## config.mk

```make
export PLATFORM = sky130hd
export DESIGN_NAME = host_name_validator_top_flat
export DESIGN_NICKNAME = d
export VERILOG_FILES = /design/src/hnv_pkg.sv /design/src/hnv_if.sv /design/src/hnv_in_reg.sv /design/src/hnv_scan.sv /design/src/hnv_out_reg.sv /design/src/host_name_validator_top.sv /design/src/flat_wrapper.sv
export SDC_FILE = /design/constraint.sdc
export NUM_CORES = 1
export LEC_CHECK = 0
export BUFFER_PORTS_ARGS = -buffer_cell sky130_fd_sc_hd__buf_2
export CAP_MARGIN = 15
export CORE_ASPECT_RATIO = 0.5
export CORE_MARGIN = 4
export CORE_UTILIZATION = 25
export CTS_CLUSTER_DIAMETER = 40
export CTS_CLUSTER_SIZE = 10
export DETAILED_ROUTE_END_ITERATION = 10
export SYNTH_ARGS = -nofsm -noshare
export SYNTH_HDL_FRONTEND = slang
export SYNTH_SLANG_ARGS = --single-unit
```

## constraint.sdc

```tcl
create_clock -name clk -period 4.8 [get_ports clk]
set_input_delay 0.48 -clock clk [delete_from_list [all_inputs] [get_ports clk]]
set_output_delay 0.48 -clock clk [all_outputs]
set_load 0.02 [all_outputs]
```

## src/hnv_pkg.sv

```systemverilog
// hnv_pkg: types and constants shared by the host name validator.
// No dependencies; compiled first.
`default_nettype none

package hnv_pkg;

  // Character codes
  localparam logic [7:0] CH_HYPHEN = 8'h2d;
  localparam logic [7:0] CH_DOT    = 8'h2e;
  localparam logic [7:0] CH_ZERO   = 8'h30;
  localparam logic [7:0] CH_NINE   = 8'h39;
  localparam logic [7:0] CH_LOWER_A = 8'h61;
  localparam logic [7:0] CH_LOWER_Z = 8'h7a;

  // Label limits: count saturates one above the largest legal label
  localparam int unsigned LABEL_W = 7;
  localparam logic [LABEL_W-1:0] LABEL_MAX = 7'd63;
  localparam logic [LABEL_W-1:0] LABEL_SAT = 7'd64;

  // Dotted IPv4 limits
  localparam int unsigned IPV4_MIN_BYTES = 7;
  localparam int unsigned IPV4_MAX_BYTES = 15;
  localparam logic [9:0]  OCTET_MAX      = 10'd255;
  localparam logic [1:0]  OCTET_DIGITS   = 2'd3;
  localparam logic [1:0]  LAST_OCTET     = 2'd3;

  typedef struct packed {
    logic [7:0] char_byte;
    logic       last_byte;
    logic       empty_name;
  } item_t;

  typedef struct packed {
    logic host_valid;
    logic as_ipv4;
  } verdict_t;

endpackage

`default_nettype wire

```

## src/hnv_if.sv

```systemverilog
// hnv_if: valid/ready channel interfaces for name bytes and verdicts.
// No dependencies.
`default_nettype none

interface hnv_byte_if;
  logic       valid;
  logic       ready;
  logic [7:0] char_byte;
  logic       last_byte;
  logic       empty_name;

  modport source (output valid, char_byte, last_byte, empty_name, input ready);
  modport sink   (input valid, char_byte, last_byte, empty_name, output ready);
endinterface

interface hnv_verdict_if;
  logic valid;
  logic ready;
  logic host_valid;
  logic as_ipv4;

  modport source (output valid, host_valid, as_ipv4, input ready);
  modport sink   (input valid, host_valid, as_ipv4, output ready);
endinterface

`default_nettype wire

```

## src/hnv_in_reg.sv

```systemverilog
// hnv_in_reg: input register holding one byte item ahead of the scan logic.
// Depends on hnv_pkg.
`default_nettype none

module hnv_in_reg
  import hnv_pkg::*;
(
  input  wire logic  clk,
  input  wire logic  rst,
  input  wire logic  in_valid,
  input  wire item_t in_item,
  output logic       in_ready,
  input  wire logic  res_free,
  output logic       step,
  output item_t      item
);

  logic held;

  // Items that end a name need a free result slot; others always move on.
  assign step     = held && (!item.last_byte || res_free);
  assign in_ready = !held || step;

  always_ff @(posedge clk) begin
    if (rst) begin
      held <= 1'b0;
    end else if (in_ready) begin
      held <= in_valid;
    end
  end

  always_ff @(posedge clk) begin
    if (in_ready && in_valid) begin
      item <= in_item;
    end
  end

endmodule

`default_nettype wire

```

## src/hnv_scan.sv

```systemverilog
// hnv_scan: per-name counters and flags, mode register and verdict logic.
// Depends on hnv_pkg.
`default_nettype none

module hnv_scan
  import hnv_pkg::*;
#(
  parameter int unsigned MAX_NAME_BYTES = 255
) (
  input  wire logic  clk,
  input  wire logic  rst,
  input  wire logic  host_mode_we,
  input  wire logic  host_mode_wdata,
  input  wire logic  step,
  input  wire item_t item,
  output logic       res_valid,
  output verdict_t   res
);

  localparam int unsigned NW = $clog2(MAX_NAME_BYTES + 2);
  localparam logic [NW-1:0] NAME_MAX  = NW'(MAX_NAME_BYTES);
  localparam logic [NW-1:0] IPV4_MIN  = NW'(IPV4_MIN_BYTES);
  localparam logic [NW-1:0] IPV4_MAX  = NW'(IPV4_MAX_BYTES);

  logic                host_mode;
  logic [NW-1:0]       name_count,  name_count_next;
  logic [LABEL_W-1:0]  label_count, label_count_next;
  logic [7:0]          previous_byte, previous_byte_next;
  logic                label_begins_hyphen, label_begins_hyphen_next;
  logic                dns_failed, dns_failed_next;
  logic                saw_dot, saw_dot_next;
  logic                digits_dots_only, digits_dots_only_next;
  logic [1:0]          octet_number, octet_number_next;
  logic [1:0]          octet_digit_count, octet_digit_count_next;
  logic [9:0]          octet_value, octet_value_next;
  logic                octet_leading_zero, octet_leading_zero_next;
  logic                ipv4_failed, ipv4_failed_next;

  logic [7:0] c;
  logic       is_dot, is_digit, is_lower, is_hyphen;
  logic       label_ok, octet_ok, label_ok_end, octet_ok_end;
  logic       dns_ok, ip_ok, numeric;

  assign c         = item.char_byte;
  assign is_dot    = (c == CH_DOT);
  assign is_hyphen = (c == CH_HYPHEN);
  assign is_digit  = (c >= CH_ZERO) && (c <= CH_NINE);
  assign is_lower  = (c >= CH_LOWER_A) && (c <= CH_LOWER_Z);

  // Label / octet checks on the state before this byte (used at a dot)
  assign label_ok = (label_count != '0) && (label_count <= LABEL_MAX) &&
                    !label_begins_hyphen && (previous_byte != CH_HYPHEN);
  assign octet_ok = (octet_digit_count != 2'd0) && (octet_value <= OCTET_MAX) &&
                    !((octet_digit_count > 2'd1) && octet_leading_zero);

  always_comb begin
    name_count_next          = name_count;
    label_count_next         = label_count;
    label_begins_hyphen_next = label_begins_hyphen;
    dns_failed_next          = dns_failed;
    saw_dot_next             = saw_dot;
    digits_dots_only_next    = digits_dots_only;
    octet_number_next        = octet_number;
    octet_digit_count_next   = octet_digit_count;
    octet_value_next         = octet_value;
    octet_leading_zero_next  = octet_leading_zero;
    ipv4_failed_next         = ipv4_failed;
    previous_byte_next       = c;

    if (name_count <= NAME_MAX) begin
      name_count_next = name_count + 1'b1;
    end

    if (is_dot) begin
      saw_dot_next = 1'b1;
      if (!label_ok) begin
        dns_failed_next = 1'b1;
      end
      label_count_next         = '0;
      label_begins_hyphen_next = 1'b0;
      if (!octet_ok || (octet_number == LAST_OCTET)) begin
        ipv4_failed_next = 1'b1;
      end else begin
        octet_number_next = octet_number + 2'd1;
      end
      octet_digit_count_next  = 2'd0;
      octet_value_next        = 10'd0;
      octet_leading_zero_next = 1'b0;
    end else begin
      if (!is_lower && !is_digit && !is_hyphen) begin
        dns_failed_next = 1'b1;
      end
      if (label_count == '0) begin
        label_begins_hyphen_next = is_hyphen;
      end
      if (label_count < LABEL_SAT) begin
        label_count_next = label_count + 1'b1;
      end
      if (is_digit) begin
        if (octet_digit_count == OCTET_DIGITS) begin
          ipv4_failed_next = 1'b1;
        end else begin
          if (octet_digit_count == 2'd0) begin
            octet_leading_zero_next = (c == CH_ZERO);
          end
          // value*10 + digit; at most two digits held, so it stays below 1000
          octet_value_next = (octet_value << 3) + (octet_value << 1) +
                             {6'd0, c[3:0]};
          octet_digit_count_next = octet_digit_count + 2'd1;
        end
      end else begin
        digits_dots_only_next = 1'b0;
      end
    end
  end

  // Verdict on the state after the final byte
  assign label_ok_end = (label_count_next != '0) && (label_count_next <= LABEL_MAX) &&
                        !label_begins_hyphen_next && (previous_byte_next != CH_HYPHEN);
  assign octet_ok_end = (octet_digit_count_next != 2'd0) &&
                        (octet_value_next <= OCTET_MAX) &&
                        !((octet_digit_count_next > 2'd1) && octet_leading_zero_next);
  assign dns_ok  = !dns_failed_next && label_ok_end && (name_count_next <= NAME_MAX) &&
                   (previous_byte_next != CH_DOT);
  assign ip_ok   = !ipv4_failed_next && octet_ok_end && (octet_number_next == LAST_OCTET) &&
                   (name_count_next >= IPV4_MIN) && (name_count_next <= IPV4_MAX);
  assign numeric = digits_dots_only_next && saw_dot_next;

  assign res_valid = step && item.last_byte;

  always_comb begin
    res = '0;
    if (!item.empty_name) begin
      if (!host_mode) begin
        res.host_valid = dns_ok && !numeric;
      end else if (numeric) begin
        res.host_valid = ip_ok;
        res.as_ipv4    = 1'b1;
      end else begin
        res.host_valid = dns_ok;
      end
    end
  end

  always_ff @(posedge clk) begin
    if (rst) begin
      host_mode <= 1'b0;
    end else if (host_mode_we) begin
      host_mode <= host_mode_wdata;
    end
  end

  always_ff @(posedge clk) begin
    if (rst || (step && item.last_byte)) begin
      name_count          <= '0;
      label_count         <= '0;
      previous_byte       <= 8'd0;
      label_begins_hyphen <= 1'b0;
      dns_failed          <= 1'b0;
      saw_dot             <= 1'b0;
      digits_dots_only    <= 1'b1;
      octet_number        <= 2'd0;
      octet_digit_count   <= 2'd0;
      octet_value         <= 10'd0;
      octet_leading_zero  <= 1'b0;
      ipv4_failed         <= 1'b0;
    end else if (step && !item.empty_name) begin
      name_count          <= name_count_next;
      label_count         <= label_count_next;
      previous_byte       <= previous_byte_next;
      label_begins_hyphen <= label_begins_hyphen_next;
      dns_failed          <= dns_failed_next;
      saw_dot             <= saw_dot_next;
      digits_dots_only    <= digits_dots_only_next;
      octet_number        <= octet_number_next;
      octet_digit_count   <= octet_digit_count_next;
      octet_value         <= octet_value_next;
      octet_leading_zero  <= octet_leading_zero_next;
      ipv4_failed         <= ipv4_failed_next;
    end
  end

endmodule

`default_nettype wire

```

## src/hnv_out_reg.sv

```systemverilog
// hnv_out_reg: result register in front of the verdict channel.
// Depends on hnv_pkg.
`default_nettype none

module hnv_out_reg
  import hnv_pkg::*;
(
  input  wire logic     clk,
  input  wire logic     rst,
  input  wire logic     res_valid,
  input  wire verdict_t res,
  output logic          res_free,
  output logic          out_valid,
  input  wire logic     out_ready,
  output verdict_t      out_res
);

  assign res_free = !out_valid || out_ready;

  always_ff @(posedge clk) begin
    if (rst) begin
      out_valid <= 1'b0;
    end else if (res_free) begin
      out_valid <= res_valid;
    end
  end

  always_ff @(posedge clk) begin
    if (res_free && res_valid) begin
      out_res <= res;
    end
  end

endmodule

`default_nettype wire

```

## src/host_name_validator_top.sv

```systemverilog
// host_name_validator_top: streaming host name validator, top level.
// Depends on hnv_pkg, hnv_if, hnv_in_reg, hnv_scan and hnv_out_reg.
//
// Takes a host name one byte per transfer on byte_chan (last_byte marks the
// final byte; empty_name with last_byte marks a zero-length name) and gives
// one verdict transfer per name on verdict_chan. host_mode 0 accepts only
// canonical DNS names (lower-case, digits, hyphen, labels 1..63 bytes, no
// edge hyphens, no trailing dot, at most MAX_NAME_BYTES bytes) and rejects
// all-digits-and-dots names; host_mode 1 checks such names as canonical
// dotted IPv4 instead and flags that with as_ipv4. Throughput is one byte
// per clock while no final byte is held back; each byte is settled while
// it sits in the input register, the per-name counters being updated by
// plain compares and one shift-add. The verdict is registered: the final
// byte passes the input register and then the result register before
// its verdict is shown. The input stalls only while a verdict
// is held unread and the next final byte is waiting behind it; non-final
// bytes pass even then. A stray empty_name without last_byte is taken and
// ignored. host_mode is written through host_mode_we/host_mode_wdata and
// should only change while no name is in progress. No clearing pass is
// needed after reset.
`default_nettype none

module host_name_validator_top
  import hnv_pkg::*;
#(
  parameter int unsigned MAX_NAME_BYTES = 255
) (
  input  wire logic     clk,
  input  wire logic     rst,
  input  wire logic     host_mode_we,
  input  wire logic     host_mode_wdata,
  hnv_byte_if.sink      byte_chan,
  hnv_verdict_if.source verdict_chan
);

  item_t    in_item;
  item_t    item;
  logic     step;
  logic     res_valid;
  logic     res_free;
  verdict_t res;
  verdict_t out_res;

  assign in_item.char_byte  = byte_chan.char_byte;
  assign in_item.last_byte  = byte_chan.last_byte;
  assign in_item.empty_name = byte_chan.empty_name;

  // Input register: one item waiting to be scanned
  hnv_in_reg u_in_reg (
    .clk      (clk),
    .rst      (rst),
    .in_valid (byte_chan.valid),
    .in_item  (in_item),
    .in_ready (byte_chan.ready),
    .res_free (res_free),
    .step     (step),
    .item     (item)
  );

  // Per-name state and verdict
  hnv_scan #(
    .MAX_NAME_BYTES (MAX_NAME_BYTES)
  ) u_scan (
    .clk             (clk),
    .rst             (rst),
    .host_mode_we    (host_mode_we),
    .host_mode_wdata (host_mode_wdata),
    .step            (step),
    .item            (item),
    .res_valid       (res_valid),
    .res             (res)
  );

  // Result register towards the verdict channel
  hnv_out_reg u_out_reg (
    .clk       (clk),
    .rst       (rst),
    .res_valid (res_valid),
    .res       (res),
    .res_free  (res_free),
    .out_valid (verdict_chan.valid),
    .out_ready (verdict_chan.ready),
    .out_res   (out_res)
  );

  assign verdict_chan.host_valid = out_res.host_valid;
  assign verdict_chan.as_ipv4    = out_res.as_ipv4;

endmodule

`default_nettype wire

```

## src/flat_wrapper.sv

```systemverilog
// flat-port wrapper written by rule: the top's interface ports become plain ports
module host_name_validator_top_flat import hnv_pkg::*;
#(
  parameter int unsigned MAX_NAME_BYTES = 255
)
  (clk, rst, host_mode_we, host_mode_wdata, byte_chan_valid, byte_chan_char_byte, byte_chan_last_byte, byte_chan_empty_name, byte_chan_ready, verdict_chan_valid, verdict_chan_host_valid, verdict_chan_as_ipv4, verdict_chan_ready);
  hnv_byte_if byte_chan_i ();
  hnv_verdict_if verdict_chan_i ();
  input  wire logic clk;
  input  wire logic rst;
  input  wire logic host_mode_we;
  input  wire logic host_mode_wdata;
  input wire logic [$bits(byte_chan_i.valid)-1:0] byte_chan_valid;
  input wire logic [$bits(byte_chan_i.char_byte)-1:0] byte_chan_char_byte;
  input wire logic [$bits(byte_chan_i.last_byte)-1:0] byte_chan_last_byte;
  input wire logic [$bits(byte_chan_i.empty_name)-1:0] byte_chan_empty_name;
  output wire logic [$bits(byte_chan_i.ready)-1:0] byte_chan_ready;
  output wire logic [$bits(verdict_chan_i.valid)-1:0] verdict_chan_valid;
  output wire logic [$bits(verdict_chan_i.host_valid)-1:0] verdict_chan_host_valid;
  output wire logic [$bits(verdict_chan_i.as_ipv4)-1:0] verdict_chan_as_ipv4;
  input wire logic [$bits(verdict_chan_i.ready)-1:0] verdict_chan_ready;
  assign byte_chan_i.valid = byte_chan_valid;
  assign byte_chan_i.char_byte = byte_chan_char_byte;
  assign byte_chan_i.last_byte = byte_chan_last_byte;
  assign byte_chan_i.empty_name = byte_chan_empty_name;
  assign byte_chan_ready = byte_chan_i.ready;
  assign verdict_chan_valid = verdict_chan_i.valid;
  assign verdict_chan_host_valid = verdict_chan_i.host_valid;
  assign verdict_chan_as_ipv4 = verdict_chan_i.as_ipv4;
  assign verdict_chan_i.ready = verdict_chan_ready;
  host_name_validator_top #(.MAX_NAME_BYTES(MAX_NAME_BYTES)) u_core (.clk(clk), .rst(rst), .host_mode_we(host_mode_we), .host_mode_wdata(host_mode_wdata), .byte_chan(byte_chan_i), .verdict_chan(verdict_chan_i));
endmodule
```

* Word level (Yosys, flattened, before mapping)
Index checks and enable logic that the tools add are counted.
** Storage, ports and cells
- Register bits after elaboration :: 59
- Output and inout bits :: 4
- Word-level logic and storage cells :: 138
** Operators by class
- $add $sub $neg :: 6
- Order comparisons :: 15
- Equality and inequality tests :: 9
- Multiplexer cells :: 30
- Bitwise gates (word level) :: 1
- Reduce and logical (&&, ||, !) cells :: 57
** Operator list (number)
- 1-bit logical AND :: 30
- 10-bit 2-to-1 mux :: 3
- 8-bit by 6-bit equality test with 1-bit output, second input constant :: 3
- 8-bit by 6-bit != test with 1-bit output, second input constant :: 3
- 10-bit by 8-bit less-or-equal comparator with 1-bit output, second input constant :: 2
- 1-bit 2-to-1 mux :: 19
- 9-bit by 8-bit less-or-equal comparator with 1-bit output, second input constant :: 2
- 1-bit logical NOT :: 15
- 7-bit by 6-bit less-or-equal comparator with 1-bit output, second input constant :: 2
- 7-bit 2-to-1 mux :: 2
- 7-bit nonzero test :: 2
- 10-bit adder :: 1
- 10-bit by 4-bit adder with 10-bit output :: 1
- 2-bit 2-to-1 mux :: 5
- 9-bit by 1-bit adder with 9-bit output, second input constant :: 1
- 9-bit by 3-bit greater-or-equal comparator with 1-bit output, second input constant :: 1
- 9-bit by 4-bit less-or-equal comparator with 1-bit output, second input constant :: 1
- 9-bit 2-to-1 mux :: 1
- 8-bit by 6-bit greater-or-equal comparator with 1-bit output, second input constant :: 1
- 8-bit by 7-bit greater-or-equal comparator with 1-bit output, second input constant :: 1
- 8-bit by 6-bit less-or-equal comparator with 1-bit output, second input constant :: 1
- 8-bit by 7-bit less-or-equal comparator with 1-bit output, second input constant :: 1
- 7-bit by 1-bit adder with 7-bit output, second input constant :: 1
- 7-bit logical NOT :: 1
- 9 further kinds :: 18

* Depth between registers and ports, before layout
- Depth in word-level cells :: 15
- Depth in mapped cells :: 10
- Depth with buffers taken out :: 10

* Cells and area by module
A second synthesis with hierarchy kept.
** Second synthesis, totals
- Cell total of the unflattened synthesis :: 375
- Area total of the unflattened synthesis :: 3321.9 µm²
** Modules (own cells, without submodules)
- hnv_scan :: instances 1, cells each 351, area an instance 2834.0 µm², seq. area each 900.9 µm²
- hnv_in_reg :: instances 1, cells each 17, area an instance 372.9 µm², seq. area each 320.3 µm²
- hnv_out_reg :: instances 1, cells each 7, area an instance 115.1 µm², seq. area each 80.1 µm²

* Worst setup path before layout
Ideal clock, no wire load.
- Kind :: register -> register
- Start point :: reg u_core.u_scan.octet_value[0]
- End point :: reg, netlist name u_core.u_out_reg.out_res[1]
- Setup time :: 145 ps
- Data arrival time :: 2397 ps
- Data required time :: 4655 ps
- Setup slack :: 2258 ps
- Cell stages (with the launch flop) :: 11
- Cell sequence :: dfxtp_1 inv_1 fa_1 inv_1 fa_1 a211oi_1 o21ai_0 a21o_1 a31oi_1 o2111ai_1 o21ai_1
** On the way
- Cells in the longest elaborated chain, start to end :: 14
- Elaborated cells on any way between the ends :: 25
- Classes of those cells :: 2 x add/sub; 2 x order compare; 1 x eq/ne; 9 x mux; 11 x reduce/logical
** RTL lines
- start: declaration :: line hnv_scan.sv:35 : logic [9:0] octet_value, octet_value_next;
- start signal: assignment :: line hnv_scan.sv:177 : octet_value <= octet_value_next;
- 10-bit adder or 10-bit by 8-bit less-or-equal comparator with 1-bit output (tied branches) :: line hnv_scan.sv:107, hnv_scan.sv:53
- 10-bit by 4-bit adder with 10-bit output or 1-bit logical AND (tied branches) :: line hnv_scan.sv:107, hnv_scan.sv:53
- 10-bit 2-to-1 mux or 1-bit logical AND (tied branches) :: line hnv_scan.sv:100, hnv_scan.sv:53
- 10-bit 2-to-1 mux or 1-bit logical NOT (tied branches) :: line hnv_scan.sv:99, hnv_scan.sv:81
- 10-bit 2-to-1 mux or 1-bit logical OR (tied branches) :: line hnv_scan.sv:74, hnv_scan.sv:81
- 10-bit by 8-bit less-or-equal comparator with 1-bit output or 1-bit 2-to-1 mux (tied branches) :: line hnv_scan.sv:121, hnv_scan.sv:81
- 1-bit logical AND or 1-bit 2-to-1 mux (tied branches) :: line hnv_scan.sv:120, hnv_scan.sv:74
- 1-bit logical AND or 1-bit logical NOT (tied branches) :: line hnv_scan.sv:121, hnv_scan.sv:125
- 1-bit logical AND :: line hnv_scan.sv:125 : assign ip_ok = !ipv4_failed_next && octet_ok_end && (octet_number_next == LAST_OCTET) &&
- 1-bit logical AND (*) (2 in series) :: line hnv_scan.sv:125
- 1-bit logical AND (*) :: line hnv_scan.sv:126 : (name_count_next >= IPV4_MIN) && (name_count_next <= IPV4_MAX);
- 1-bit 2-to-1 mux (*) :: line hnv_scan.sv:136 : end else if (numeric) begin
- 1-bit 2-to-1 mux (*) :: line hnv_scan.sv:134 : if (!host_mode) begin
Mark *: on every way between the ends. The rest lies on a longest branch, timed or not.
A chain may end at the register's enable or synchronous reset.

* Final worst setup path
- Start point :: reg, netlist name u_core.u_in_reg.item[5]
- End point :: reg, netlist name u_core.u_out_reg.out_res[1]
** On the way
- Cells in the longest elaborated chain, start to end :: 14
- Elaborated cells on any way between the ends :: 65
- Classes of those cells :: 1 x add/sub; 7 x order compare; 6 x eq/ne; 22 x mux; 29 x reduce/logical
** RTL lines (line)
- branches (longest 13 deep; another with 10-bit by 4-bit adder with 10-bit output)
- 1-bit 2-to-1 mux (*) :: hnv_scan.sv:134
Every way passes the cells marked *.

==> results.md <==
* Worst Setup End Kind: register
* CTS H-Tree Depth at 3
* Routed Antenna Nets at 0
* Total grt overflow at 0
* CTS tree: built
* Post-synthesis compound-gate area fraction at around 17%
* Critical path type: register to register
* # rows at 29
* Die area at between 0.015 and 0.02 mm2
* Initial DRT Pass Iterations at 5
* Synthesized area at around 0.0033 mm2
* Die Y-Extent at 89.4 um
* GP Congestion at 0.822
* Ports at 20
* Number of synthesized flops with an enable pin at 12
* DRC errors left at 0
* Post-CTS Setup Bufs at 0
* Fmax at 0.348 GHz
* Sequential-to-total area share from yosys stat at around two fifths
* DP HPWL at between 5000 and 6000 um
* MaxCap Viol Count at 0
* Wl on met1 at ~3800 um
* Final setup fails at 0
* Synth Net Count at about 420
* Initial DRC Count at around 190
* Starting Density at 25.9%
* Met3 WL at 415 um
* Status: completed
* P_leak at 1.49 nW
* Layout cells sized above 1 at 11.6%
* Largest family of logic cells by synthesized area: simple AND/OR/NAND/NOR gates
* Die W at 171 um
* CP startpoint kind: register
* DR WL met2 at between 3000 and 4000 um
* Post-synth top flop: dfxtp_1
* Initial antenna violation count at 0
* Net count, final at between 400 and 500
* # fillers at ~1300
* Slew HR at between 20% and 30%
* Adder-Cell Fraction of Synth Area at 8.01%
* Worst Tran Pin Value at 1110 ps
* Final min period at around 2900 ps
* Syn avg cell area at roughly 8.6 um2
* Post-synth top area share at between 20% and 30%
* Share of flip-flops with an asynchronous set or reset at 0%
* Max Buffers Root-to-Sink at 2
* Skew-Pair Late Insertion Delay at approximately 330 ps
* Area Growth Syn to Fin at 16.1%
* Clock Sink Count at between 50 and 60
* Power density cells at approximately 310 mW/mm2
* Top cells by area, synth: dfxtp_1 (28%), edfxtp_1 (11%), ha_1 (6.8%)
* Clock Tree Root: clkbuf_16
* Synth unique cells at 61
* Worst VDD drop at roughly 0.00018 V
* Detailed-route wire length per cell at around 14 um
* Gr usage total at 10.8%
* Yosys warning count at 0
* Top Layer Used: met4
* Critical Path AT at between 3000 and 4000 ps
* Final Skew at 7.71 ps
* CTS Hold Bufs at 0
* Ant. Diodes at 0
* Cells after synthesis at just under 400
* RSZ-0062 raised after global routing: no
* PostCTS Resize Cnt at 0
* Worst min path class: input pin to register
* Via count at roughly 2800
* Clock transition at path regs at about 60 ps
* CP Max Fanout at 6
* Vias in the first global route at 2719
* Placeable Area at ~0.013 mm2
* Total negative slack at 0 ps
* Crit share post-route at ~60%
* CTS Buf Count at 9
* Final hold slack at 322 ps
* Multiplexer share of the synthesized area at less than 1%
* Final Max Tran Viols at 0
* First-pass GRT wire length at 13200 um
* IO buf count at 19
* Largest net degree at the start of global routing at 34
* Leading area contributor after synthesis: dfxtp_1
* Total length of routed wires at between 7000 and 8000 um
* Tot Pwr at between 0.001 and 0.0015 W
* Simple-gate portion of the synthesized area at 26.1%
* Via-to-Cell Ratio at just under 5
* Post-Synth XOR/XNOR Area at approximately 5%
* WP data required at around 5000 ps
* Number of synthesized register bits at 59
* Final Hold Viols at 0
flip-flops by register name, indices dropped and copies added (netlist names):
signal and cells:
u_core.u_in_reg.held 1, u_core.u_in_reg.item 10, u_core.u_out_reg.out_res 2, u_core.u_out_reg.out_valid 1
u_core.u_scan.digits_dots_only 1, u_core.u_scan.dns_failed 1, u_core.u_scan.host_mode 1, u_core.u_scan.ipv4_failed 1
u_core.u_scan.label_begins_hyphen 1, u_core.u_scan.label_count 7, u_core.u_scan.name_count 9, u_core.u_scan.octet_digit_count 2
u_core.u_scan.octet_leading_zero 1, u_core.u_scan.octet_number 2, u_core.u_scan.octet_value 10, u_core.u_scan.previous_byte 8
u_core.u_scan.saw_dot 1
placed cells by master (no fill, tap or decap), types with 3 or more instances in the layout:
master     instances
a211o_1            3
a211oi_1           6
a21o_1             3
a21oi_1           31
a22oi_1            3
a31oi_1            5
and3_1             3
and4b_1            4
buf_2             19
clkbuf_16          9
clkinv_4           3
dfxtp_1           47
edfxtp_1          12
ha_1              18
inv_1             14
mux2i_1            3
nand2_1           53
nand3_1           17
nand4_1            5
nand4b_1           3
nor2_1            43
nor2b_1            6
nor3_1             6
nor4b_1            4
o211ai_1           3
o21ai_0           12
or3_1              4
xnor2_1           11
xor2_1             8
cell usage after synthesis (2+ instances only):
cell        n
nor2b_1     6
o22ai_1     2
xor2_1      8
clkbuf_1   18
edfxtp_1   12
nand4b_1    3
or3_1       4
nand2_1    53
or4_1       2
nor3_1      6
ha_1       18
a211o_1     3
a21oi_1    31
a31oi_1     5
and4b_1     4
dfxtp_1    47
a21o_1      3
a22oi_1     3
nor4_1      2
a211oi_1    6
xnor2_1    11
fa_1        2
mux2i_1     3
or2_2       2
inv_1      14
o211ai_1    3
nor4b_1     4
and4bb_1    2
o2111ai_1   2
o21ai_0    12
nor2_1     43
nand3_1    17
nand4_1     5
and3_1      3
worst max-delay path, cell delays in order (launching register included):
cell	delay (ps)
edfxtp_1	420
inv_1	100
fa_1	490
inv_1	70
fa_1	480
a211oi_1	290
o21ai_0	160
a21o_1	210
a31oi_1	210
o2111ai_1	140
o21ai_1	140
cell families after synthesis:
kind of cell,after synthesis
buffers and inverters,32
DFF,59
and+or+nand+nor,168
xor gates and xnor gates,19
muxes,3
adders and majority gates,20
AOI/OAI and AO/OA,85
per-stage QoR:
step,cells,utilization (%),instance area (um2),setup WS (ps)
after floorplan,386,-,3310,2260
after global placement,558,27.8,3560,2120
after detailed placement,558,27.8,3560,1960
after CTS,574,30.0,3850,1940
after global routing,574,30.0,3850,1720
final,574,30.0,3850,1930
per-layer routing:
| layer | vias to the layer above | track usage [%] |
|---|---|---|
| met3 | 9 | 3.00 |
| met5 | - | 0 |
| li1 | 1420 | - |
| met2 | 65 | 17.4 |
| met1 | 1315 | 14.2 |
| met4 | 0 | 3.41 |
worst paths after layout:
| check | startpoint | to | slack, ps | cells past startpoint |
|---|---|---|---|---|
| max | u_core.u_in_reg.item[5] | u_core.u_out_reg.out_res[1] | 1930 | 10 |
| min | byte_chan_char_byte[4] | u_core.u_in_reg.item[6] | 320 | 1 |
| max reg2reg | u_core.u_in_reg.item[5] | u_core.u_out_reg.out_res[1] | 1930 | 10 |
| min reg2reg | u_core.u_scan.previous_byte[1] | u_core.u_scan.previous_byte[1] | 460 | 2 |
area by class of cell:
cell class	count	area, um2	share of cell area [%]
multi-input combinational	295	1890	49.2
sequential	59	1300	33.8
clock buffer	9	225	5.86
tap	170	213	5.53
timing repair buffer	20	103	2.67
clock inverter	7	61.3	1.59
inverter	14	52.6	1.37
power breakdown:
group,switching [W],total (W),internal [W]
clock,0.000251,0.000607,0.000357
sequential,0.0000124,0.000530,0.000518
combinational,0.0000350,0.0000549,0.0000198
No activity file was read; power rests on OpenSTA's default activity.
